**config.mk**
```make
export PLATFORM = sky130hd
export DESIGN_NAME = rc_pulse_width_filter_top
export DESIGN_NICKNAME = d
export VERILOG_FILES = /design/src/sv/pwf_pkg.sv /design/src/sv/pwf_fifo.sv /design/src/sv/pwf_front.sv /design/src/sv/pwf_div.sv /design/src/sv/pwf_filter.sv /design/src/sv/rc_pulse_width_filter_top.sv
export SDC_FILE = /design/constraint.sdc
export NUM_CORES = 1
export LEC_CHECK = 0
export BUFFER_PORTS_ARGS = -buffer_cell sky130_fd_sc_hd__buf_2
export CAP_MARGIN = 30
export CORE_MARGIN = 8
export CORE_UTILIZATION = 66
export CTS_CLUSTER_DIAMETER = 40
export CTS_CLUSTER_SIZE = 24
export DETAILED_ROUTE_END_ITERATION = 6
export PLACE_DENSITY = 0.94
export SYNTH_ARGS = -nofsm -noshare
export SYNTH_HDL_FRONTEND = slang
export SYNTH_SLANG_ARGS = --single-unit
```
**constraint.sdc**
```tcl
create_clock -name clock -period 19 [get_ports clock]
set_input_delay 3.8 -clock clock [delete_from_list [all_inputs] [get_ports clock]]
set_output_delay 3.8 -clock clock [all_outputs]
set_load 0.02 [all_outputs]
```
**src/sv/pwf_pkg.sv**
```systemverilog
// ----------------------------------------------------------------------------
// RC pulse width filter package
// Shared widths, constants, register indexes and types of the pulse width
// filter.
// ----------------------------------------------------------------------------
package pwf_pkg;

   localparam int TIMER_W      = 32;
   localparam int VALUE_W      = 12;
   localparam int WIDTH_W      = 15;
   localparam int QUOT_W       = 16;
   localparam int REQ_TDATA_W  = 32;
   localparam int RSP_TDATA_W  = 16;
   localparam int CSR_INDEX_W  = 2;

   localparam int AVG_DEPTH_DEF    = 8;
   localparam int TICKS_PER_US_DEF = 80;

   localparam int QUEUE_DEPTH = 2;

   localparam int RAISE_LIMIT      = 950;
   localparam int RAISE_STEP       = 1000;
   localparam int RAISE_BIAS       = 34000;
   localparam int RAISE_STEPS      = 6;
   localparam int STORE_LOW_LIMIT  = 900;
   localparam int STORE_LOW_VALUE  = 1000;
   localparam int STORE_HIGH_LIMIT = 2100;
   localparam int STORE_HIGH_VALUE = 2000;
   localparam int HIST_RESET       = 1500;

   localparam logic [CSR_INDEX_W-1:0] REG_THRESHOLD = 2'd0;
   localparam logic [CSR_INDEX_W-1:0] REG_ACC_LOW   = 2'd1;
   localparam logic [CSR_INDEX_W-1:0] REG_ACC_HIGH  = 2'd2;
   localparam logic [CSR_INDEX_W-1:0] REG_FALLBACK  = 2'd3;

   localparam logic [VALUE_W-1:0] THRESHOLD_RESET = 12'd100;
   localparam logic [VALUE_W-1:0] ACC_LOW_RESET   = 12'd950;
   localparam logic [VALUE_W-1:0] ACC_HIGH_RESET  = 12'd2050;
   localparam logic [VALUE_W-1:0] FALLBACK_RESET  = 12'd1000;

   typedef struct packed {
      logic [VALUE_W-1:0] threshold;
      logic [VALUE_W-1:0] acc_low;
      logic [VALUE_W-1:0] acc_high;
      logic [VALUE_W-1:0] fallback;
   } cfg_type;

endpackage

```
**src/sv/pwf_fifo.sv**
```systemverilog
// ----------------------------------------------------------------------------
// Pulse width queue
// Short queue of timer differences between the edge front end and the
// width calculation.
// ----------------------------------------------------------------------------
module pwf_fifo (
   input  logic                        clock,
   input  logic                        reset,
   input  logic                        push,
   input  logic [pwf_pkg::TIMER_W-1:0] push_data,
   output logic                        full,
   output logic                        not_empty,
   input  logic                        pop,
   output logic [pwf_pkg::TIMER_W-1:0] pop_data
);
   import pwf_pkg::*;

   localparam int AW = $clog2(QUEUE_DEPTH);

   logic [TIMER_W-1:0] mem [0:QUEUE_DEPTH-1];
   logic [AW-1:0]      wr_ptr_ff, wr_ptr_in;
   logic [AW-1:0]      rd_ptr_ff, rd_ptr_in;
   logic [AW:0]        count_ff, count_in;

   assign full      = (count_ff == (AW+1)'(QUEUE_DEPTH));
   assign not_empty = (count_ff != '0);
   assign pop_data  = mem[rd_ptr_ff];

   always_comb begin
      wr_ptr_in = wr_ptr_ff;
      rd_ptr_in = rd_ptr_ff;
      count_in  = count_ff;
      if (push) begin
         wr_ptr_in = (wr_ptr_ff == AW'(QUEUE_DEPTH-1)) ? '0 : wr_ptr_ff + 1'b1;
      end
      if (pop) begin
         rd_ptr_in = (rd_ptr_ff == AW'(QUEUE_DEPTH-1)) ? '0 : rd_ptr_ff + 1'b1;
      end
      if (push && !pop) begin
         count_in = count_ff + 1'b1;
      end else if (pop && !push) begin
         count_in = count_ff - 1'b1;
      end
   end

   always_ff @(posedge clock) begin
      if (reset) begin
         wr_ptr_ff <= '0;
         rd_ptr_ff <= '0;
         count_ff  <= '0;
      end else begin
         wr_ptr_ff <= wr_ptr_in;
         rd_ptr_ff <= rd_ptr_in;
         count_ff  <= count_in;
      end
   end

   always_ff @(posedge clock) begin
      if (push) begin
         mem[wr_ptr_ff] <= push_data;
      end
   end

   a_no_overflow : assert property (@(posedge clock) disable iff (reset)
      full |-> !push || pop)
      else $error("Queue written while full.");

   a_no_underflow : assert property (@(posedge clock) disable iff (reset)
      pop |-> not_empty)
      else $error("Queue read while empty.");

   a_count_bound : assert property (@(posedge clock) disable iff (reset)
      count_ff <= (AW+1)'(QUEUE_DEPTH))
      else $error("Queue fill count beyond its depth.");

endmodule

```
**src/sv/pwf_front.sv**
```systemverilog
// ----------------------------------------------------------------------------
// Edge front end
// Accepts edge events, tracks the armed state and the start time, and
// queues the timer difference of every completed pulse.
// ----------------------------------------------------------------------------
module pwf_front (
   input  logic                        clock,
   input  logic                        reset,
   input  logic                        req_tvalid,
   output logic                        req_tready,
   input  logic                        req_level,
   input  logic [pwf_pkg::TIMER_W-1:0] req_timer,
   output logic                        push,
   output logic [pwf_pkg::TIMER_W-1:0] push_ticks,
   input  logic                        queue_full
);
   import pwf_pkg::*;

   logic               armed_ff, armed_in;
   logic [TIMER_W-1:0] start_ff, start_in;
   logic               accept;

   assign req_tready = !queue_full;
   assign accept     = req_tvalid && req_tready;
   assign push       = accept && !req_level && armed_ff;
   assign push_ticks = start_ff - req_timer;

   always_comb begin
      armed_in = armed_ff;
      start_in = start_ff;
      if (accept) begin
         if (req_level) begin
            if (!armed_ff) begin
               armed_in = 1'b1;
               start_in = req_timer;
            end
         end else begin
            armed_in = 1'b0;
         end
      end
   end

   always_ff @(posedge clock) begin
      if (reset) begin
         armed_ff <= 1'b0;
         start_ff <= '0;
      end else begin
         armed_ff <= armed_in;
         start_ff <= start_in;
      end
   end

   a_rise_keeps_start : assert property (@(posedge clock) disable iff (reset)
      accept && req_level && armed_ff |=> $stable(start_ff) && armed_ff)
      else $error("Start time changed by a rising edge while armed.");

   a_push_disarms : assert property (@(posedge clock) disable iff (reset)
      push |=> !armed_ff)
      else $error("Still armed after a completed pulse.");

   a_rise_arms : assert property (@(posedge clock) disable iff (reset)
      accept && req_level |=> armed_ff)
      else $error("Rising edge did not arm the capture.");

endmodule

```
**src/sv/pwf_div.sv**
```systemverilog
// ----------------------------------------------------------------------------
// Tick divider
// Divides the timer difference by the ticks per microsecond, eight quotient
// bits per cycle while a division runs.
// ----------------------------------------------------------------------------
module pwf_div #(
   parameter int TICKS_PER_US = pwf_pkg::TICKS_PER_US_DEF
) (
   input  logic                        clock,
   input  logic                        reset,
   input  logic                        in_valid,
   input  logic [pwf_pkg::TIMER_W-1:0] in_ticks,
   output logic                        in_pop,
   output logic                        out_valid,
   output logic [pwf_pkg::QUOT_W-1:0]  out_quot,
   input  logic                        out_ready
);
   import pwf_pkg::*;

   localparam int RW = $clog2(TICKS_PER_US) + 1;
   localparam logic [RW:0] DIVISOR = (RW+1)'(TICKS_PER_US);

   logic               busy_ff, busy_in;
   logic [1:0]         cnt_ff, cnt_in;
   logic [RW-1:0]      rem_ff, rem_in;
   logic [TIMER_W-1:0] num_ff, num_in;
   logic               done;
   logic               load;
   logic [RW+7:0]      step_first;
   logic [RW+7:0]      step_next;

   function automatic logic [RW+7:0] div_step(input logic [RW-1:0] r,
                                              input logic [7:0] bits);
      logic [RW:0]   rx;
      logic [RW-1:0] t;
      logic [7:0]    q;
      t = r;
      q = '0;
      for (int i = 7; i >= 0; i--) begin
         rx = {t, bits[i]};
         if (rx >= DIVISOR) begin
            rx   = rx - DIVISOR;
            q[i] = 1'b1;
         end
         t = rx[RW-1:0];
      end
      return {t, q};
   endfunction

   assign done       = busy_ff && (cnt_ff == 2'd0);
   assign out_valid  = done;
   assign out_quot   = num_ff[QUOT_W-1:0];
   assign load       = in_valid && (!busy_ff || (done && out_ready));
   assign in_pop     = load;
   assign step_first = div_step('0, in_ticks[TIMER_W-1 -: 8]);
   assign step_next  = div_step(rem_ff, num_ff[TIMER_W-1 -: 8]);

   always_comb begin
      busy_in = busy_ff;
      cnt_in  = cnt_ff;
      rem_in  = rem_ff;
      num_in  = num_ff;
      if (load) begin
         busy_in = 1'b1;
         cnt_in  = 2'd1;
         rem_in  = step_first[RW+7:8];
         num_in  = {in_ticks[TIMER_W-9:0], step_first[7:0]};
      end else if (done) begin
         if (out_ready) begin
            busy_in = 1'b0;
         end
      end else if (busy_ff) begin
         cnt_in = cnt_ff + 2'd1;
         rem_in = step_next[RW+7:8];
         num_in = {num_ff[TIMER_W-9:0], step_next[7:0]};
      end
   end

   always_ff @(posedge clock) begin
      if (reset) begin
         busy_ff <= 1'b0;
         cnt_ff  <= '0;
      end else begin
         busy_ff <= busy_in;
         cnt_ff  <= cnt_in;
      end
   end

   always_ff @(posedge clock) begin
      rem_ff <= rem_in;
      num_ff <= num_in;
   end

   a_hold_result : assert property (@(posedge clock) disable iff (reset)
      done && !out_ready && !load |=> done && $stable(num_ff))
      else $error("Quotient lost while the next stage stalled.");

   a_load_when_free : assert property (@(posedge clock) disable iff (reset)
      load |-> !busy_ff || (done && out_ready))
      else $error("Division started over one still in progress.");

   a_four_steps : assert property (@(posedge clock) disable iff (reset)
      load |=> busy_ff && !done ##1 !done ##1 !done ##1 done)
      else $error("Division did not take four cycles.");

endmodule

```
**src/sv/pwf_filter.sv**
```systemverilog
// ----------------------------------------------------------------------------
// Width filter
// Raises the width into range, keeps the history line and its running sum,
// replaces outliers by the history average and applies the acceptance
// window.
// ----------------------------------------------------------------------------
module pwf_filter #(
   parameter int AVG_DEPTH = pwf_pkg::AVG_DEPTH_DEF
) (
   input  logic                        clock,
   input  logic                        reset,
   input  pwf_pkg::cfg_type            cfg,
   input  logic                        in_valid,
   input  logic [pwf_pkg::QUOT_W-1:0]  in_quot,
   output logic                        in_ready,
   output logic                        out_valid,
   output logic [pwf_pkg::VALUE_W-1:0] out_value,
   input  logic                        out_ready
);
   import pwf_pkg::*;

   localparam int LD = $clog2(AVG_DEPTH);
   localparam int SW = VALUE_W + LD;
   localparam int SH = SW + LD;
   localparam int MW = SW + 1;
   localparam int PW = SW + MW;
   localparam logic [MW-1:0] AVG_MULT = MW'(((64'd1 << SH) + AVG_DEPTH - 1) / AVG_DEPTH);

   logic                r_valid_ff, r_valid_in;
   logic [WIDTH_W-1:0]  r_w_ff, r_w_in;
   logic                h_valid_ff, h_valid_in;
   logic [WIDTH_W-1:0]  h_w_ff, h_w_in;
   logic [PW-1:0]       h_prod_ff, h_prod_in;
   logic                o_valid_ff, o_valid_in;
   logic [VALUE_W-1:0]  o_value_ff, o_value_in;
   logic [VALUE_W-1:0]  hist_ff [0:AVG_DEPTH];
   logic [VALUE_W-1:0]  hist_in [0:AVG_DEPTH];
   logic [SW-1:0]       sum_ff, sum_in;

   logic                o_ready;
   logic                h_move;
   logic                h_ready;
   logic                r_move;
   logic                r_load;
   logic signed [15:0]  w16;
   logic [16:0]         x;
   logic [16:0]         c;
   logic [WIDTH_W-1:0]  raised;
   logic [VALUE_W-1:0]  stored;
   logic [VALUE_W-1:0]  avg;
   logic signed [16:0]  diff;
   logic [16:0]         diff_abs;
   logic [WIDTH_W-1:0]  w_sel;

   assign o_ready   = !o_valid_ff || out_ready;
   assign h_move    = h_valid_ff && o_ready;
   assign h_ready   = !h_valid_ff || o_ready;
   assign r_move    = r_valid_ff && h_ready;
   assign in_ready  = !r_valid_ff || h_ready;
   assign r_load    = in_valid && in_ready;
   assign out_valid = o_valid_ff;
   assign out_value = o_value_ff;

   always_comb begin
      w16 = $signed(in_quot);
      x   = '0;
      c   = '0;
      if (w16 <= $signed(16'(RAISE_LIMIT))) begin
         x = 17'($signed({w16[15], w16}) + $signed(17'(RAISE_BIAS)));
         for (int k = RAISE_STEPS - 1; k >= 0; k--) begin
            c = 17'(RAISE_STEP) << k;
            if (x >= 17'(RAISE_LIMIT + 1) + c) begin
               x = x - c;
            end
         end
         raised = x[WIDTH_W-1:0];
      end else begin
         raised = w16[WIDTH_W-1:0];
      end
   end

   always_comb begin
      if (r_w_ff < WIDTH_W'(STORE_LOW_LIMIT)) begin
         stored = VALUE_W'(STORE_LOW_VALUE);
      end else if (r_w_ff > WIDTH_W'(STORE_HIGH_LIMIT)) begin
         stored = VALUE_W'(STORE_HIGH_VALUE);
      end else begin
         stored = r_w_ff[VALUE_W-1:0];
      end
   end

   always_comb begin
      avg      = h_prod_ff[SH +: VALUE_W];
      diff     = $signed({5'b0, avg}) - $signed({2'b0, h_w_ff});
      diff_abs = diff[16] ? 17'(-diff) : 17'(diff);
      if (diff_abs > {5'b0, cfg.threshold}) begin
         w_sel = {3'b0, avg};
      end else begin
         w_sel = h_w_ff;
      end
   end

   always_comb begin
      r_valid_in = r_valid_ff;
      r_w_in     = r_w_ff;
      h_valid_in = h_valid_ff;
      h_w_in     = h_w_ff;
      h_prod_in  = h_prod_ff;
      o_valid_in = o_valid_ff;
      o_value_in = o_value_ff;
      sum_in     = sum_ff;
      for (int i = 0; i <= AVG_DEPTH; i++) begin
         hist_in[i] = hist_ff[i];
      end
      if (r_move) begin
         r_valid_in = 1'b0;
      end
      if (r_load) begin
         r_valid_in = 1'b1;
         r_w_in     = raised;
      end
      if (h_move) begin
         h_valid_in = 1'b0;
      end
      if (r_move) begin
         h_valid_in = 1'b1;
         h_w_in     = r_w_ff;
         h_prod_in  = PW'(sum_ff) * PW'(AVG_MULT);
         sum_in     = sum_ff - SW'(hist_ff[0]) + SW'(hist_ff[AVG_DEPTH]);
         for (int i = 0; i < AVG_DEPTH; i++) begin
            hist_in[i] = hist_ff[i+1];
         end
         hist_in[AVG_DEPTH] = stored;
      end
      if (o_valid_ff && out_ready) begin
         o_valid_in = 1'b0;
      end
      if (h_move) begin
         o_valid_in = 1'b1;
         if ((w_sel > {3'b0, cfg.acc_low}) && (w_sel < {3'b0, cfg.acc_high})) begin
            o_value_in = w_sel[VALUE_W-1:0];
         end else begin
            o_value_in = cfg.fallback;
         end
      end
   end

   always_ff @(posedge clock) begin
      if (reset) begin
         r_valid_ff <= 1'b0;
         h_valid_ff <= 1'b0;
         o_valid_ff <= 1'b0;
         sum_ff     <= SW'(HIST_RESET * AVG_DEPTH);
         for (int i = 0; i <= AVG_DEPTH; i++) begin
            hist_ff[i] <= VALUE_W'(HIST_RESET);
         end
      end else begin
         r_valid_ff <= r_valid_in;
         h_valid_ff <= h_valid_in;
         o_valid_ff <= o_valid_in;
         sum_ff     <= sum_in;
         for (int i = 0; i <= AVG_DEPTH; i++) begin
            hist_ff[i] <= hist_in[i];
         end
      end
   end

   always_ff @(posedge clock) begin
      r_w_ff     <= r_w_in;
      h_w_ff     <= h_w_in;
      h_prod_ff  <= h_prod_in;
      o_value_ff <= o_value_in;
   end

   a_raised_range : assert property (@(posedge clock) disable iff (reset)
      r_valid_ff |-> r_w_ff > WIDTH_W'(RAISE_LIMIT))
      else $error("Raised width not above the raise limit.");

   a_stored_range : assert property (@(posedge clock) disable iff (reset)
      r_move |=> hist_ff[AVG_DEPTH] >= VALUE_W'(STORE_LOW_LIMIT)
                 && hist_ff[AVG_DEPTH] <= VALUE_W'(STORE_HIGH_LIMIT))
      else $error("History entry outside its bounded range.");

   a_stage_hold : assert property (@(posedge clock) disable iff (reset)
      h_valid_ff && !o_ready |=> h_valid_ff && $stable(h_w_ff) && $stable(sum_ff))
      else $error("Filter stage changed while stalled.");

endmodule

```
**src/sv/rc_pulse_width_filter_top.sv**
```systemverilog
// Flow: a falling edge that ends a pulse passes from req through the queue, the tick
// divider and the filter's raise, history and output registers to rsp_tvalid. Edges are
// taken one per cycle while the queue has room; the tick divider produces eight quotient
// bits per cycle and can take the next pulse in the cycle its quotient is taken.
// Reset: synchronous; clears the armed state, the queue and the pipeline, loads every
// history entry with 1500 and the registers with their defaults.
// ----------------------------------------------------------------------------
// RC pulse width filter top level
// Measures RC pulse widths from edge events, filters outliers against the
// history average and applies the acceptance window.
// ----------------------------------------------------------------------------
module rc_pulse_width_filter_top #(
   parameter int AVG_DEPTH    = pwf_pkg::AVG_DEPTH_DEF,
   parameter int TICKS_PER_US = pwf_pkg::TICKS_PER_US_DEF
) (
   input  logic                            clock,
   input  logic                            reset,
   input  logic                            req_tvalid,
   output logic                            req_tready,
   input  logic [pwf_pkg::REQ_TDATA_W-1:0] req_tdata,  // [31:0] timer_value
   input  logic [0:0]                      req_tuser,  // [0] level
   output logic                            rsp_tvalid,
   input  logic                            rsp_tready,
   output logic [pwf_pkg::RSP_TDATA_W-1:0] rsp_tdata,  // [11:0] channel_value
   input  logic                            csr_wen,
   input  logic [pwf_pkg::CSR_INDEX_W-1:0] csr_index,
   input  logic [pwf_pkg::VALUE_W-1:0]     csr_wdata
);
   import pwf_pkg::*;

   cfg_type            cfg_ff, cfg_in;
   logic               push;
   logic [TIMER_W-1:0] push_ticks;
   logic               q_full;
   logic               q_not_empty;
   logic               q_pop;
   logic [TIMER_W-1:0] q_data;
   logic               div_valid;
   logic [QUOT_W-1:0]  div_quot;
   logic               div_ready;
   logic [VALUE_W-1:0] value;

   always_comb begin
      cfg_in = cfg_ff;
      if (csr_wen) begin
         unique case (csr_index)
            REG_THRESHOLD: cfg_in.threshold = csr_wdata;
            REG_ACC_LOW:   cfg_in.acc_low   = csr_wdata;
            REG_ACC_HIGH:  cfg_in.acc_high  = csr_wdata;
            REG_FALLBACK:  cfg_in.fallback  = csr_wdata;
            default:       cfg_in = cfg_ff;
         endcase
      end
   end

   always_ff @(posedge clock) begin
      if (reset) begin
         cfg_ff.threshold <= THRESHOLD_RESET;
         cfg_ff.acc_low   <= ACC_LOW_RESET;
         cfg_ff.acc_high  <= ACC_HIGH_RESET;
         cfg_ff.fallback  <= FALLBACK_RESET;
      end else begin
         cfg_ff <= cfg_in;
      end
   end

   pwf_front u_front (
      .clock      (clock),
      .reset      (reset),
      .req_tvalid (req_tvalid),
      .req_tready (req_tready),
      .req_level  (req_tuser[0]),
      .req_timer  (req_tdata[TIMER_W-1:0]),
      .push       (push),
      .push_ticks (push_ticks),
      .queue_full (q_full)
   );

   pwf_fifo u_fifo (
      .clock     (clock),
      .reset     (reset),
      .push      (push),
      .push_data (push_ticks),
      .full      (q_full),
      .not_empty (q_not_empty),
      .pop       (q_pop),
      .pop_data  (q_data)
   );

   pwf_div #(
      .TICKS_PER_US (TICKS_PER_US)
   ) u_div (
      .clock     (clock),
      .reset     (reset),
      .in_valid  (q_not_empty),
      .in_ticks  (q_data),
      .in_pop    (q_pop),
      .out_valid (div_valid),
      .out_quot  (div_quot),
      .out_ready (div_ready)
   );

   pwf_filter #(
      .AVG_DEPTH (AVG_DEPTH)
   ) u_filter (
      .clock     (clock),
      .reset     (reset),
      .cfg       (cfg_ff),
      .in_valid  (div_valid),
      .in_quot   (div_quot),
      .in_ready  (div_ready),
      .out_valid (rsp_tvalid),
      .out_value (value),
      .out_ready (rsp_tready)
   );

   assign rsp_tdata = {(RSP_TDATA_W - VALUE_W)'(0), value};

endmodule

```
Word level (Yosys, flattened, before mapping)

Memories as Yosys holds them, arrays and structs flattened. A register that Yosys moved wholly into a read port is not among the register bits.
Cells that the tools add are included.

Add/sub/neg operators: 27
$lt $le $gt $ge: 22
Equal/unequal tests: 5
Multiplexer cells: 77
Bitwise logic cells: 11
Reduce and logical (&&, ||, !) cells: 43

Operators by type and width:

| cell                                                  | number |
|---|---|
| 2-to-1 mux 17 bit                                     | 11 |
| 2-to-1 mux 12 bit                                     | 12 |
| 2-to-1 mux 108 bit                                    | 1 |
| 2-to-1 mux 8 bit                                      | 13 |
| 2-to-1 mux 32 bit                                     | 3 |
| >= comparator 9 x 7 -> 1 bit, second input constant   | 9 |
| subtractor 8 x 7 -> 8 bit, second input constant      | 9 |
| 2-to-1 mux 15 bit                                     | 3 |
| 2-to-1 mux 1 bit                                      | 32 |
| subtractor 32 bit                                     | 1 |
| adder 16 x 17 -> 17 bit, second input constant        | 1 |
| >= comparator 17 x 11 -> 1 bit, second input constant | 1 |
| >= comparator 17 x 12 -> 1 bit, second input constant | 1 |
| >= comparator 17 x 13 -> 1 bit, second input constant | 1 |
| >= comparator 17 x 14 -> 1 bit, second input constant | 1 |
| >= comparator 17 x 15 -> 1 bit, second input constant | 1 |
| >= comparator 17 x 16 -> 1 bit, second input constant | 1 |
| greater-than comparator 17 x 12 -> 1 bit              | 1 |
| negation 17 bit                                       | 1 |
| subtractor 17 x 11 -> 17 bit, second input constant   | 1 |
| subtractor 17 x 12 -> 17 bit, second input constant   | 1 |
| subtractor 17 x 13 -> 17 bit, second input constant   | 1 |
| subtractor 17 x 14 -> 17 bit, second input constant   | 1 |
| subtractor 17 x 15 -> 17 bit, second input constant   | 1 |
| other kinds (28)                                      | 77 |

Flip-flop bits (word level): 203
RAM bits: 172
Input port bits: 52
Output and inout port bits: 18
Logic and storage cells: 210
Memories: 2

Memories:

| name             | words | width | rd ports | clocked after memory_dff | write ports | line             | source |
|---|---|---|---|---|---|---|---|
| u_filter.hist_ff | 9     | 12    | 9        | 0                        | 9           | pwf_filter.sv:36 | `logic [VALUE_W-1:0] hist_ff [0:AVG_DEPTH];` |
| u_fifo.mem       | 2     | 32    | 1        | 1                        | 1           | pwf_fifo.sv:20   | `logic [TIMER_W-1:0] mem [0:QUEUE_DEPTH-1];` |

Logic depth before layout (Yosys ltp)

Depth after elaboration: 19
Depth in mapped cells: 50
Mapped depth without buffers: 48

Hierarchy

Synthesis repeated with hierarchy kept, for this count alone.

Cells, all modules: 2592
Area, all modules: 23277.3 sq um

By module, submodules not included:

| module                    | instances | cells an instance | area an instance (sq um) | seq. area each (sq um) |
|---|---|---|---|---|
| pwf_filter                | 1         | 1448              | 12100.4                  | 4144.0 |
| pwf_div                   | 1         | 403               | 3621.0                   | 1201.2 |
| pwf_front                 | 1         | 430               | 3079.2                   | 660.6 |
| pwf_fifo                  | 1         | 122               | 2519.9                   | 2021.9 |
| rc_pulse_width_filter_top | 1         | 189               | 1956.9                   | 960.9 |

Worst setup path after synthesis

Ideal clock, no wire load.

Kind: reg-to-reg
Start point: register u_div.num_ff[4]
End point: register u_filter.r_w_ff[12] (data pin)
Setup time: 0.163 ns
Data arrival time: 8.877 ns
Data required time: 18.837 ns
Path slack: 9.960 ns
Cell stages (with the launch flop): 40
Path buffers: 3
Period minus slack after synthesis: 9.040 ns
Cell sequence: dfxtp_1 -> buf_6 -> clkinv_1 -> ha_1 -> clkbuf_1 -> inv_1 -> a2111oi_0 -> o31ai_1 -> and3_1 -> and3_1 -> buf_2 -> nor2_1 -> xor2_1 -> ha_1 -> nand2_1 -> a211o_1 -> o22a_1 -> a221oi_4 -> (+4 left out) -> o211ai_1 -> mux2i_2 -> o221ai_2 -> xnor2_2 -> inv_1 -> ha_1 -> nand2b_2 -> or4_4 -> xor2_4 -> a2111o_1 -> a31oi_2 -> xnor2_1 -> ha_1 -> nand2_1 -> and3_1 -> a211o_1 -> or4b_1 -> o221ai_1

Cells in the longest elaborated chain, start to end: 19
Elaborated cells on any way between the ends: 26
Classes of those cells: add/sub: 7; order compare: 7; mux: 12

Ends and longest elaborated chain:

| element                                                                        | line                               | source |
|---|---|---|
| from (decl)                                                                    | pwf_div.sv:26                      | `logic [TIMER_W-1:0] num_ff, num_in;` |
| from (signal assigned)                                                         | pwf_div.sv:91                      | `num_ff <= num_in;` |
| adder 16 x 17 -> 17 bit                                                        | pwf_filter.sv:69                   | `x = 17'($signed({w16[15], w16}) + $signed(17'(RAISE_BIAS)));` |
| subtractor 17 x 15 -> 17 bit or >= comparator 17 x 16 -> 1 bit (tied branches) | pwf_filter.sv:73, pwf_filter.sv:72 |  |
| 2-to-1 mux 17 bit                                                              | pwf_filter.sv:72                   | `if (x >= 17'(RAISE_LIMIT + 1) + c) begin` |
| 2-to-1 mux 17 bit                                                              | pwf_filter.sv:68                   | `if (w16 <= $signed(16'(RAISE_LIMIT))) begin` |
| subtractor 17 x 14 -> 17 bit or >= comparator 17 x 15 -> 1 bit (tied branches) | pwf_filter.sv:73, pwf_filter.sv:72 |  |
| 2-to-1 mux 17 bit                                                              | pwf_filter.sv:72                   |  |
| 2-to-1 mux 17 bit                                                              | pwf_filter.sv:68                   |  |
| subtractor 17 x 13 -> 17 bit or >= comparator 17 x 14 -> 1 bit (tied branches) | pwf_filter.sv:73, pwf_filter.sv:72 |  |
| (+4 left out)                                                                  | n/a                                |  |
| 2-to-1 mux 17 bit                                                              | pwf_filter.sv:68                   |  |
| subtractor 17 x 11 -> 17 bit or >= comparator 17 x 12 -> 1 bit (tied branches) | pwf_filter.sv:73, pwf_filter.sv:72 |  |
| 2-to-1 mux 17 bit                                                              | pwf_filter.sv:72                   |  |
| 2-to-1 mux 17 bit                                                              | pwf_filter.sv:68                   |  |
| subtractor 15 x 10 -> 15 bit or >= comparator 17 x 11 -> 1 bit (tied branches) | pwf_filter.sv:73, pwf_filter.sv:72 |  |
| 2-to-1 mux 15 bit                                                              | pwf_filter.sv:72                   |  |
| 2-to-1 mux 15 bit *                                                            | pwf_filter.sv:68                   |  |
| net u_filter.raised[12]                                                        | pwf_filter.sv:48                   | `logic [WIDTH_W-1:0] raised;` |
| to (signal assigned)                                                           | pwf_filter.sv:169                  | `r_w_ff <= r_w_in;` |
| to (decl)                                                                      | pwf_filter.sv:30                   | `logic [WIDTH_W-1:0] r_w_ff, r_w_in;` |

Mark *: on every way through the listed nets, which the timed path passes. The rest lies on a longest branch. The select of a mux whose other input is x is not followed.
A chain may end at the register's enable or synchronous reset.

Final worst setup path

Ends and elaborated chain as after synthesis.

==> flow_metrics.tcl <==
set metrics [dict create \
    antenna_found_initial 0 \
    drv_cap 0 \
    crit_path_frequent_cell "ha_1" \
    wl_per_cell_um 17.81 \
    synth-seq-cells 373 \
    num_rows 66 \
    status "complete, no violations" \
    syn_to_final_growth_pct 9.666 \
    drtIter0Drc 1666 \
    setup_slack_ns 8.460 \
    ys_warn_count 0 \
    post-cts-setup-buffers 0 \
    dp_hpwl_um 36300 \
    end_kind "flip-flop" \
    synthTopCellsByCount "456 x nand2_1, 221 x dfxtp_1, 202 x a21oi_1" \
    synth_cell_types 115 \
    ys_top_cells_by_area "edfxtp_1 21%, dfxtp_1 20%, nand2_1 7.8%, ha_1 7.0%, a21oi_1 4.6%" \
    finalSetupViolations 0 \
    place_congestion 0.9002 \
    synthCells 2502 \
    cts-htree-levels 2 \
    coreArea_sq_um 32620 \
    clkLatencyLatePin_ns 0.58 \
    crit_arrival_ns 10.94 \
    holdBufCountCts 0 \
    relSlewSlack_pct 32.57 \
    grt_max_degree 93 \
    dp_slack_ns 8.647 \
    start_util_pct 67.10 \
    clock_skew_ns 0.03209 \
    dieHeight_um 198.1 \
    synth_area_sq_um 21890 \
    crit_required_ns 19.40 \
    drv_slew 0 \
    via_per_inst 6.168 \
    n_antenna_cell 0 \
    grt.total_usage_pct 26.84 \
    avgSynthCellArea_sq_um 8.748 \
    cp_max_fo 17 \
    path_clk_slew_ns 0.07 \
    slowest_stage "dfxtp_1" \
    cpPeakStageDelay_ns 0.74 \
    tightest_slew_ns 1.008 \
    max_freq_mhz 94.88 \
    crit_path_start_kind "flip-flop" \
    first_pass_iters 6 \
    cts.path.max_buffers 3 \
    fillers 2122 \
    grt_pass1_wl_um 87680 \
    setup_tns_ns 0 \
    drc 0 \
    yosysTopAreaCellShare_pct 20.85 \
    num_io_pins 70 \
    synth_area_leader_cell "edfxtp_1" \
    async_reset_ff_share_pct 0 \
    dieArea_sq_um 39250 \
    root_buffer "clkbuf_16" \
    cts_resized 0 \
    vias 18511 \
    synth-edff-count 152 \
    cts_tree "yes" \
    min_period_over_period_pct 55.47 \
    rsz0062_at_grt "no" \
    grt_pass1_vias 17981 \
    ant_nets 0 \
    synth_ff_type "dfxtp_1" \
    ys_seq_area_share_pct 41.07 \
    crit_type "reg2reg" \
    hold_viol 0 \
    finalWirelength_um 53450 \
    numCtsBuffers 46 \
    yosysMostFrequentCell "nand2_1" \
    portBuffers 65 \
    finalNetCount 2709 \
    drive_gt1_share_pct 10.08 \
    grt_overflow_total 0 \
    clock_sinks 373 \
    die_w_um 198.1 \
    period_needed_ns 10.54 \
    worstHoldPathType "reg2reg" \
]
sequential cells by signal (all words and copies together) (netlist names), named ones only:
register             count
u_div.cnt_ff             2
u_div.rem_ff             8
u_filter.out_valid       1
u_filter.r_w_ff         15
u_front.armed_ff         1
u_filter.sum_ff         15
u_filter.h_w_ff         15
u_filter.h_valid_ff      1
u_fifo.mem              64
u_filter.h_prod_ff      12
cfg_ff                  48
u_fifo.count_ff          2
u_div.busy_ff            1
u_fifo.rd_ptr_ff         1
u_filter.hist_ff       108
u_filter.r_valid_ff      1
u_front.start_ff        32
u_fifo.wr_ptr_ff         1
u_filter.out_value      12
u_div.num_ff            32
area by class of cell:
cell class | count | area, sq um | share of cell area [%]
Clock inverter | 34 | 369.1 | 1.538
Tap cell | 442 | 553.0 | 2.304
Timing Repair Buffer | 80 | 440.4 | 1.835
Inverter | 206 | 775.7 | 3.232
Multi-Input combinational cell | 1814 | 11670 | 48.62
Clock buffer | 52 | 1205 | 5.020
Sequential cell | 373 | 8990 | 37.45
metal layers:
layer / GRT usage [%] / part of all wire [%] / routed length (um)
met1: 32.05 / 40 / 21150
met2: 47.43 / 49 / 26430
met3: 3.752 / 6.6 / 3519
met4: 12.25 / 4.4 / 2350
met5: 0 / 0 / 0
worst paths after layout:
kind / slack [ns] / from / depth (start not counted) / end
max: 8.46 / u_div.num_ff[4] / 36 / u_filter.r_w_ff[12]
min: 0.45 / u_filter.sum_ff[9] / 0 / u_filter.h_prod_ff[24]
max reg2reg: 8.46 / u_div.num_ff[4] / 36 / u_filter.r_w_ff[12]
min reg2reg: 0.45 / u_filter.sum_ff[9] / 0 / u_filter.h_prod_ff[24]
critical path, delay by kind of cell, from the launching register on:
family                   cells  cell delay [ns]
buffers and inverters        3             0.77
flip-flops                   1             0.74
AO/OA/AOI/OAI               12             3.36
adder cells (fa/ha/maj)      5             1.53
multiplexers                 1             0.31
AND/OR/NAND/NOR             10             2.33
XOR/XNOR                     5             1.31
stage by stage:
stage                     instances  util, %  area (sq um)  hold WS (ns)
after floorplan                2505        -         21900        0.4082
after global placement         2914    68.74         22420        0.4174
after detailed placement       2915    68.76         22430        0.4293
after CTS                      3001    73.59         24000        0.4345
after global routing           3001    73.59         24000        0.4597
final                          3001    73.59         24000        0.4456
layout by cell type (no fill, tap or decap), types with 11 or more instances in the layout:
cell type,netlist,routed
and3_1,16,16
xor2_1,26,26
nor2b_1,19,19
o21a_1,22,22
ha_1,122,122
nand3_1,88,88
nand2_1,456,455
nor4_1,13,13
inv_1,200,200
o31ai_1,11,11
nor2_1,147,145
clkbuf_16,0,47
buf_2,9,64
buf_4,6,16
a21oi_1,202,202
o21ai_0,111,111
dfxtp_1,221,220
a211oi_1,20,20
mux2i_1,46,46
a21o_1,27,27
a31oi_1,16,16
or3_1,23,23
o22ai_1,20,20
xnor2_1,61,61
a21boi_0,17,17
nand4_1,11,11
edfxtp_1,152,152
o211ai_1,27,27
or2_2,11,11
fa_1,14,14
nand2b_1,17,17
nor3_1,48,48
mux2_2,28,28
and2_1,16,16
cells by family (layout without fill, tap and decap cells):
family | after synthesis | in the layout | synth area share, %
multiplexers | 76 | 76 | 3.710
adder cells (fa/ha/maj) | 137 | 137 | 8.300
XOR/XNOR | 94 | 94 | 4.156
AO/OA/AOI/OAI | 583 | 583 | 17.55
flip-flops | 373 | 373 | 41.07
AND/OR/NAND/NOR | 920 | 920 | 19.46
buffers and inverters | 318 | 372 | 5.745
other | 1 | 4 | 0.01713
Power is left out: the tool's default activity adds up to more than one toggle a clock period on the data nets, which glitch-free logic cannot reach.
